`config.mk`:
```
export PLATFORM = sky130hd
export DESIGN_NAME = sscomp_front
export DESIGN_NICKNAME = d
export VERILOG_FILES = /design/src/hw/rtl/sscomp_pkg.sv /design/src/hw/rtl/sscomp_front.sv
export SDC_FILE = /design/constraint.sdc
export NUM_CORES = 1
export LEC_CHECK = 0
export BUFFER_PORTS_ARGS = -buffer_cell sky130_fd_sc_hd__buf_2
export CORE_MARGIN = 2
export CORE_UTILIZATION = 30
export DETAILED_ROUTE_END_ITERATION = 8
export GPL_ROUTABILITY_DRIVEN = 1
export GPL_TIMING_DRIVEN = 0
export MAX_ROUTING_LAYER = met4
export SETUP_SLACK_MARGIN = 0.1
export SLEW_MARGIN = 20
export SYNTH_ARGS = -nofsm -noshare
export SYNTH_HDL_FRONTEND = slang
export SYNTH_SLANG_ARGS = --single-unit
```
`constraint.sdc`:
```
create_clock -name clk_i -period 5.41 [get_ports clk_i]
set_input_delay 1.082 -clock clk_i [delete_from_list [all_inputs] [get_ports clk_i]]
set_output_delay 1.082 -clock clk_i [all_outputs]
set_load 0.02 [all_outputs]
```
`src/hw/rtl/sscomp_pkg.sv`:
```
// Shared types, codes and default sizes for the sparse set component table.
// Used by every module of the block but sscomp_ram; depends on nothing.
package sscomp_pkg;

  localparam int unsigned ENTITY_ID_W = 10;
  localparam int unsigned DATA_W      = 64;
  localparam int unsigned SLOT_OUT_W  = 8;
  localparam int unsigned COUNT_OUT_W = 9;

  localparam int unsigned DEF_MAX_ENTITIES   = 1024;
  localparam int unsigned DEF_CAPACITY       = 256;
  localparam int unsigned DEF_COMPONENT_BITS = 64;

  localparam int unsigned CMDQ_DEPTH = 2;
  localparam int unsigned CMDQ_PTR_W = $clog2(CMDQ_DEPTH);
  localparam int unsigned CMDQ_CNT_W = $clog2(CMDQ_DEPTH + 1);

  localparam logic [1:0] MODE_LOOKUP  = 2'd0;
  localparam logic [1:0] MODE_EMPLACE = 2'd1;
  localparam logic [1:0] MODE_REMOVE  = 2'd2;

  typedef enum logic [1:0] {
    OP_LOOKUP,
    OP_EMPLACE,
    OP_REMOVE,
    OP_REJECT
  } op_e;

  typedef enum logic [1:0] {
    ST_OK     = 2'd0,
    ST_ABSENT = 2'd1,
    ST_FULL   = 2'd2
  } status_e;

  typedef struct packed {
    op_e                    op;
    logic [ENTITY_ID_W-1:0] entity_id;
    logic [DATA_W-1:0]      word;
  } cmd_t;

  typedef struct packed {
    status_e                status;
    logic [DATA_W-1:0]      read_data;
    logic [SLOT_OUT_W-1:0]  slot_index;
    logic [COUNT_OUT_W-1:0] live_count;
  } res_t;

endpackage

```
`src/hw/rtl/sscomp_front.sv`:
```
// Front end: takes words from the input queue port, classifies them and
// holds them in a short command queue. Depends on sscomp_pkg.
module sscomp_front #(
  parameter int unsigned MAX_ENTITIES = sscomp_pkg::DEF_MAX_ENTITIES
) (
  input  logic                                  clk_i,
  input  logic                                  rst_ni,
  input  logic                                  push,
  output logic                                  full,
  input  logic [1:0]                            mode_i,
  input  logic [sscomp_pkg::ENTITY_ID_W-1:0]    entity_id_i,
  input  logic [sscomp_pkg::DATA_W-1:0]         component_data_i,
  input  logic                                  clearing_i,
  output logic                                  cmd_valid_o,
  output sscomp_pkg::cmd_t                      cmd_o,
  input  logic                                  cmd_pop_i
);
  import sscomp_pkg::*;

  cmd_t                  q_q [CMDQ_DEPTH];
  logic [CMDQ_PTR_W-1:0] wr_ptr_q, wr_ptr_d;
  logic [CMDQ_PTR_W-1:0] rd_ptr_q, rd_ptr_d;
  logic [CMDQ_CNT_W-1:0] cnt_q, cnt_d;
  logic                  push_ok;
  logic                  pop_ok;
  logic [31:0]           eid_ext;
  cmd_t                  cmd_in;

  assign full        = (cnt_q == CMDQ_CNT_W'(CMDQ_DEPTH)) || clearing_i;
  assign push_ok     = push && !full;
  assign cmd_valid_o = (cnt_q != '0);
  assign pop_ok      = cmd_pop_i && cmd_valid_o;
  assign cmd_o       = q_q[rd_ptr_q];
  assign eid_ext     = 32'(entity_id_i);

  always_comb begin
    cmd_in.entity_id = entity_id_i;
    cmd_in.word      = component_data_i;
    if (eid_ext >= 32'(MAX_ENTITIES)) begin
      cmd_in.op = OP_REJECT;
    end else begin
      unique case (mode_i)
        MODE_EMPLACE: cmd_in.op = OP_EMPLACE;
        MODE_REMOVE:  cmd_in.op = OP_REMOVE;
        default:      cmd_in.op = OP_LOOKUP;
      endcase
    end
  end

  always_comb begin
    wr_ptr_d = wr_ptr_q;
    rd_ptr_d = rd_ptr_q;
    cnt_d    = cnt_q;
    if (push_ok) begin
      wr_ptr_d = (wr_ptr_q == CMDQ_PTR_W'(CMDQ_DEPTH - 1)) ? '0 : wr_ptr_q + 1'b1;
    end
    if (pop_ok) begin
      rd_ptr_d = (rd_ptr_q == CMDQ_PTR_W'(CMDQ_DEPTH - 1)) ? '0 : rd_ptr_q + 1'b1;
    end
    if (push_ok && !pop_ok) begin
      cnt_d = cnt_q + 1'b1;
    end else if (pop_ok && !push_ok) begin
      cnt_d = cnt_q - 1'b1;
    end
  end

  always_ff @(posedge clk_i or negedge rst_ni) begin
    if (!rst_ni) begin
      wr_ptr_q <= '0;
      rd_ptr_q <= '0;
      cnt_q    <= '0;
    end else begin
      wr_ptr_q <= wr_ptr_d;
      rd_ptr_q <= rd_ptr_d;
      cnt_q    <= cnt_d;
    end
  end

  always_ff @(posedge clk_i) begin
    if (push_ok) begin
      q_q[wr_ptr_q] <= cmd_in;
    end
  end

endmodule

```
== Word level (Yosys, flattened, before mapping) ==
Memories as Yosys holds them, arrays and structs flattened.
Index checks and enable logic that the tools add are counted.

* Register bits after elaboration: 4
* Memory bits (writable): 152
* Bits of input ports: 81
* Output and inout port bits: 78
* Word-level logic and storage cells: 30
* Memories kept: 1

{| class="wikitable"
|+ Memories
! name !! depth !! bits a word !! rd ports !! clocked after Yosys merged registers in !! wr ports !! RTL line !! RTL
|-
| q_q || 2 || 76 || 1 || 0 || 1 || sscomp_front.sv:20 || <nowiki>cmd_t q_q [CMDQ_DEPTH];</nowiki>
|}

* Add/subtract/negate cells: 4
* Order comparisons: 1
* Eq/ne operators: 3
* Multiplexer cells: 8
* Reduce and logical (&&, ||, !) cells: 10

{| class="wikitable"
|+ Operator list
! cell !! number
|-
| 10-bit by 11-bit greater-or-equal comparator with 1-bit output, second input constant || 1
|-
| 2-bit two-way mux || 3
|-
| 2-bit equality test, second input constant || 2
|-
| 1-bit logical AND || 4
|-
| 1-bit two-way mux || 4
|-
| 2-bit one-hot mux with 2 select lines || 1
|-
| 2-bit nonzero test || 2
|-
| 1-bit logical NOT || 3
|-
| 1-bit adder, second input constant || 2
|-
| 2-bit by 1-bit adder with 2-bit output, second input constant || 1
|-
| 2-bit by 1-bit equality test with 1-bit output, second input constant || 1
|-
| 2-bit by 1-bit subtractor with 2-bit output, second input constant || 1
|-
| 1-bit logical OR || 1
|}

== Logic depth before layout (Yosys ltp) ==
* Depth after elaboration: 8
* Gate-level depth with buffers: 7
* Mapped depth without buffers: 7

== Worst setup path before layout ==
Ideal clock, no wire load.

* Path kind: in2reg
* From: input clearing_i
* To: memory q_q[0][0] in the netlist's numbering, enable pin
* Library setup time: 0.511 ns
* Arrival time: 4.470 ns
* Required time: 4.899 ns
* Path slack: 0.429 ns
* Stages: 2
* Buffers on the path: 0
* Cells stage by stage: nand3b_1 -> nor2_1

* Word-level cells in the longest chain between the ends: 5

{| class="wikitable"
|+ Ends and longest elaborated chain
! what !! RTL line !! RTL
|-
| start: declaration || sscomp_front.sv:13 || <nowiki>input logic clearing_i,</nowiki>
|-
| 1-bit logical OR || sscomp_front.sv:29 || <nowiki>assign full = (cnt_q == CMDQ_CNT_W'(CMDQ_DEPTH)) || clearing_i;</nowiki>
|-
| 1-bit logical NOT || sscomp_front.sv:30 || <nowiki>assign push_ok = push && !full;</nowiki>
|-
| 1-bit logical AND || sscomp_front.sv:30 ||
|-
| 1-bit two-way mux || sscomp_front.sv:80 || <nowiki>if (push_ok) begin</nowiki>
|-
| 1-bit two-way mux (not written as such) || sscomp_front.sv:81 || <nowiki>q_q[wr_ptr_q] <= cmd_in;</nowiki>
|-
| end: declaration || sscomp_front.sv:20 ||
|}

No other way between the ends.

==> run_results.csv <==
group,metric,value,unit
outcome,outcome,"completed",
finish,multi_input_area,1090,um2
sta,rsz0062_at_grt,"false",
detailed_routing,detail_route.iter0.violations,142,
logic_synthesis,yosys.area.top_type,"edfxtp_1",
critical_path,crit_chain,"buf_6, buf_6, buf_8, mux2_4, buf_2",
global_route,grt_use_total,11.1,%
power,total_power,3950,uW
clock_network,cts_sinks,156,
clock_network,post-cts-setup-buffers,0,
sta,clock.fmax,360,MHz
finish,fin_nets,521,
sta,drv_slew,0,
power,ir_drop,0.232,mV
detailed_routing,vias,2936,
detailed_routing,ant_nets,0,
hold_path,hold_path_class,"primary input to asynchronous set/reset pin",
flow_run,max-cap-violations,0,
sta,slew-limit-headroom,55.2,%
global_route,grt_overflow_total,0,
die,start_util,30.3,%
logic_synthesis,ys_warn_count,0,
placed_design,dp_hpwl,7570,um
detailed_routing,vias_per_cell,4.11,
finish,area_growth,31.2,%
clock_network,cts_buffers,17,
clock_network,postCtsResizedCells,0,
critical_path,crit_path_max_fanout,10,
logic_synthesis,ys_types,18,
sta,post-route-period-util,51.4,%
logic_synthesis,ys_ff_latch,156,
detailed_routing,drc,0,
placed_design,placed_area,7080,um2
clock_network,path_clk_slew,0.06,ns
logic_synthesis,synth.area.top_cells,"edfxtp_1, mux2_2, mux2_4",
placed_design,routabilityCongestion,0.709,
die,fp.dieW,143,um
sta,finClkSkew,0.00661,ns
finish,fillers,1801,
power,p_per_area,516,nW/um2
die,die_y,143,um
logic_synthesis,seq_area_frac_synth,79.9,%
clock_network,cts_root_buf,"clkbuf_16",
sta,tightestPinTransition,0.671,ns
global_route,grt_max_degree,41,
critical_path,crit_slowest_cell,"dfrtp_1",
critical_path,endpoint_kind,"output port",
placed_design,io_buffers,158,
die,die_area,20600,um2
sta,finalHoldViolations,0,
detailed_routing,wl_per_cell,15.4,um
logic_synthesis,netlist_area,5840,um2
die,core,19300,um2
logic_synthesis,synthFlopType,"edfxtp_1",
logic_synthesis,yosys-top-cells-count,"edfxtp_1, mux2_2, mux2_4, buf_2, dfrtp_1",
clock_network,cts_hold_buf,0,
global_route,grt_pass1_wl,16400,um
logic_synthesis,synth_top_area_share,78.2,%
sta,tns,0,ns
clock_network,clkLatencyLatePin,0.41,ns
critical_path,cp.arrival,1.70,ns
critical_path,cpMostUsedCell,"buf_6",
global_route,grt_pass1_vias,3134,
detailed_routing,routed_wl,11000,um
sta,setup_viol_count_final,0,
sta,period_needed,2.78,ns
critical_path,r2r_slack,3.32,ns
global_route,antenna_found_initial,0,
finish,area.sequential,4660,um2
critical_path,cpPeakStageDelay,0.34,ns
logic_synthesis,synth_cells,258,
critical_path,startpoint,"rd_ptr_q$_DFFE_PN0P_",
clock_network,clockBufferDepth,2,
critical_path,crit_required,4.33,ns
logic_synthesis,synth.avg_cell_area,22.6,um2
logic_synthesis,syn_nets,340,
die,num_rows,51,
critical_path,reg2reg_from,"cnt_q[0]$_DFFE_PN0P_",
detailed_routing,firstDrtPassIters,4,
die,io_pins,159,
finish,num_antenna_cells,0,
logic_synthesis,synthMostInstantiatedCell,"edfxtp_1",
finish,finalInstanceArea,7660,um2
clock_network,cts_htree_levels,4,
logic_synthesis,async_flop_share,2.56,%
finish,drive_gt1_share,61.8,%
logic_synthesis,synth_edf_count,152,
critical_path,crit_path_start_kind,"flip-flop",
critical_path,critPathKind,"flip-flop to output port",
clock_network,cts_tree,"yes",
power,p_leak,0.00292,uW
==> critical path, delay by kind of cell (launching register included) <==
kind,cells,cell delay [ns]
buffers and inverters,4,0.63
DFF,1,0.34
muxes,1,0.31
==> report_power, final <==
group	internal [uW]	switching, uW
clock	718	453
sequential	1500	42.2
combinational	549	682
==> final cells by class <==
class,count,area share (%)
multi-input cells,92,14.2
repair buffers,162,11.8
plain buffers,9,1.14
well taps,265,4.33
inverters,1,0.0490
flip-flops and latches,156,60.9
clock inverters,12,1.96
clock buffers,18,5.60
==> through the flow <==
stage / utilization [%] / hold WS [ns] / worst slack [ns] / instances
floorplan: - / 0.456 / 0.429 / 258
global placement: 36.1 / 0.473 / -1.57 / 681
detailed placement: 36.7 / 0.506 / 2.60 / 685
CTS: 39.7 / 0.443 / 2.57 / 715
global route: 39.7 / 0.446 / 2.54 / 715
finish: 39.7 / 0.467 / 2.63 / 715
==> layer usage <==
| layer | vias to the layer above | track usage (%) | wire, um |
|---|---|---|---|
| li1 | 1373 | - | - |
| met1 | 1452 | 12.9 | 4700 |
| met2 | 103 | 17.7 | 5520 |
| met3 | 8 | 3.87 | 653 |
| met4 | 0 | 4.28 | 127 |
| met5 | - | - | 0 |
==> flip-flops by register name, indices dropped and copies added, names as in the netlist <==
name	cells
q_q	152
cnt_q	2
rd_ptr_q	1
wr_ptr_q	1
==> cells in the final DEF (no fill, tap or decap), types with 2 or more instances in the layout <==
cell and count:
mux2_2 46, xor2_1 2, dfrtp_1 4, buf_16 4, nor2b_1 2, buf_8 3
clkinv_4 3, nand2b_1 2, buf_6 2, xnor2_1 3, buf_2 162, clkinvlp_4 2
bufinv_16 3, mux2_4 30, edfxtp_1 152, clkbuf_16 17, clkinv_2 3
==> kinds of logic after synthesis <==
group / share of synthesized area, %
flip-flops: 79.9
multiplexers: 16.6
buffers and inverters: 1.56
AND/OR/NAND/NOR: 0.965
XOR/XNOR: 0.750
adder cells (fa/ha/maj): 0.214
==> final timing paths <==
check,cells past startpoint,to
worst max-delay path,5,cmd_o[41]
worst max register to register,5,q_q[0][37]$_DFFE_PP_
worst min-delay path,1,cnt_q[1]$_DFFE_PN0P_
worst min register to register,1,cnt_q[1]$_DFFE_PN0P_
max in group asynchronous,1,rd_ptr_q$_DFFE_PN0P_
min in group clk_i,1,cnt_q[1]$_DFFE_PN0P_
No activity file was read; power rests on OpenSTA's default activity.
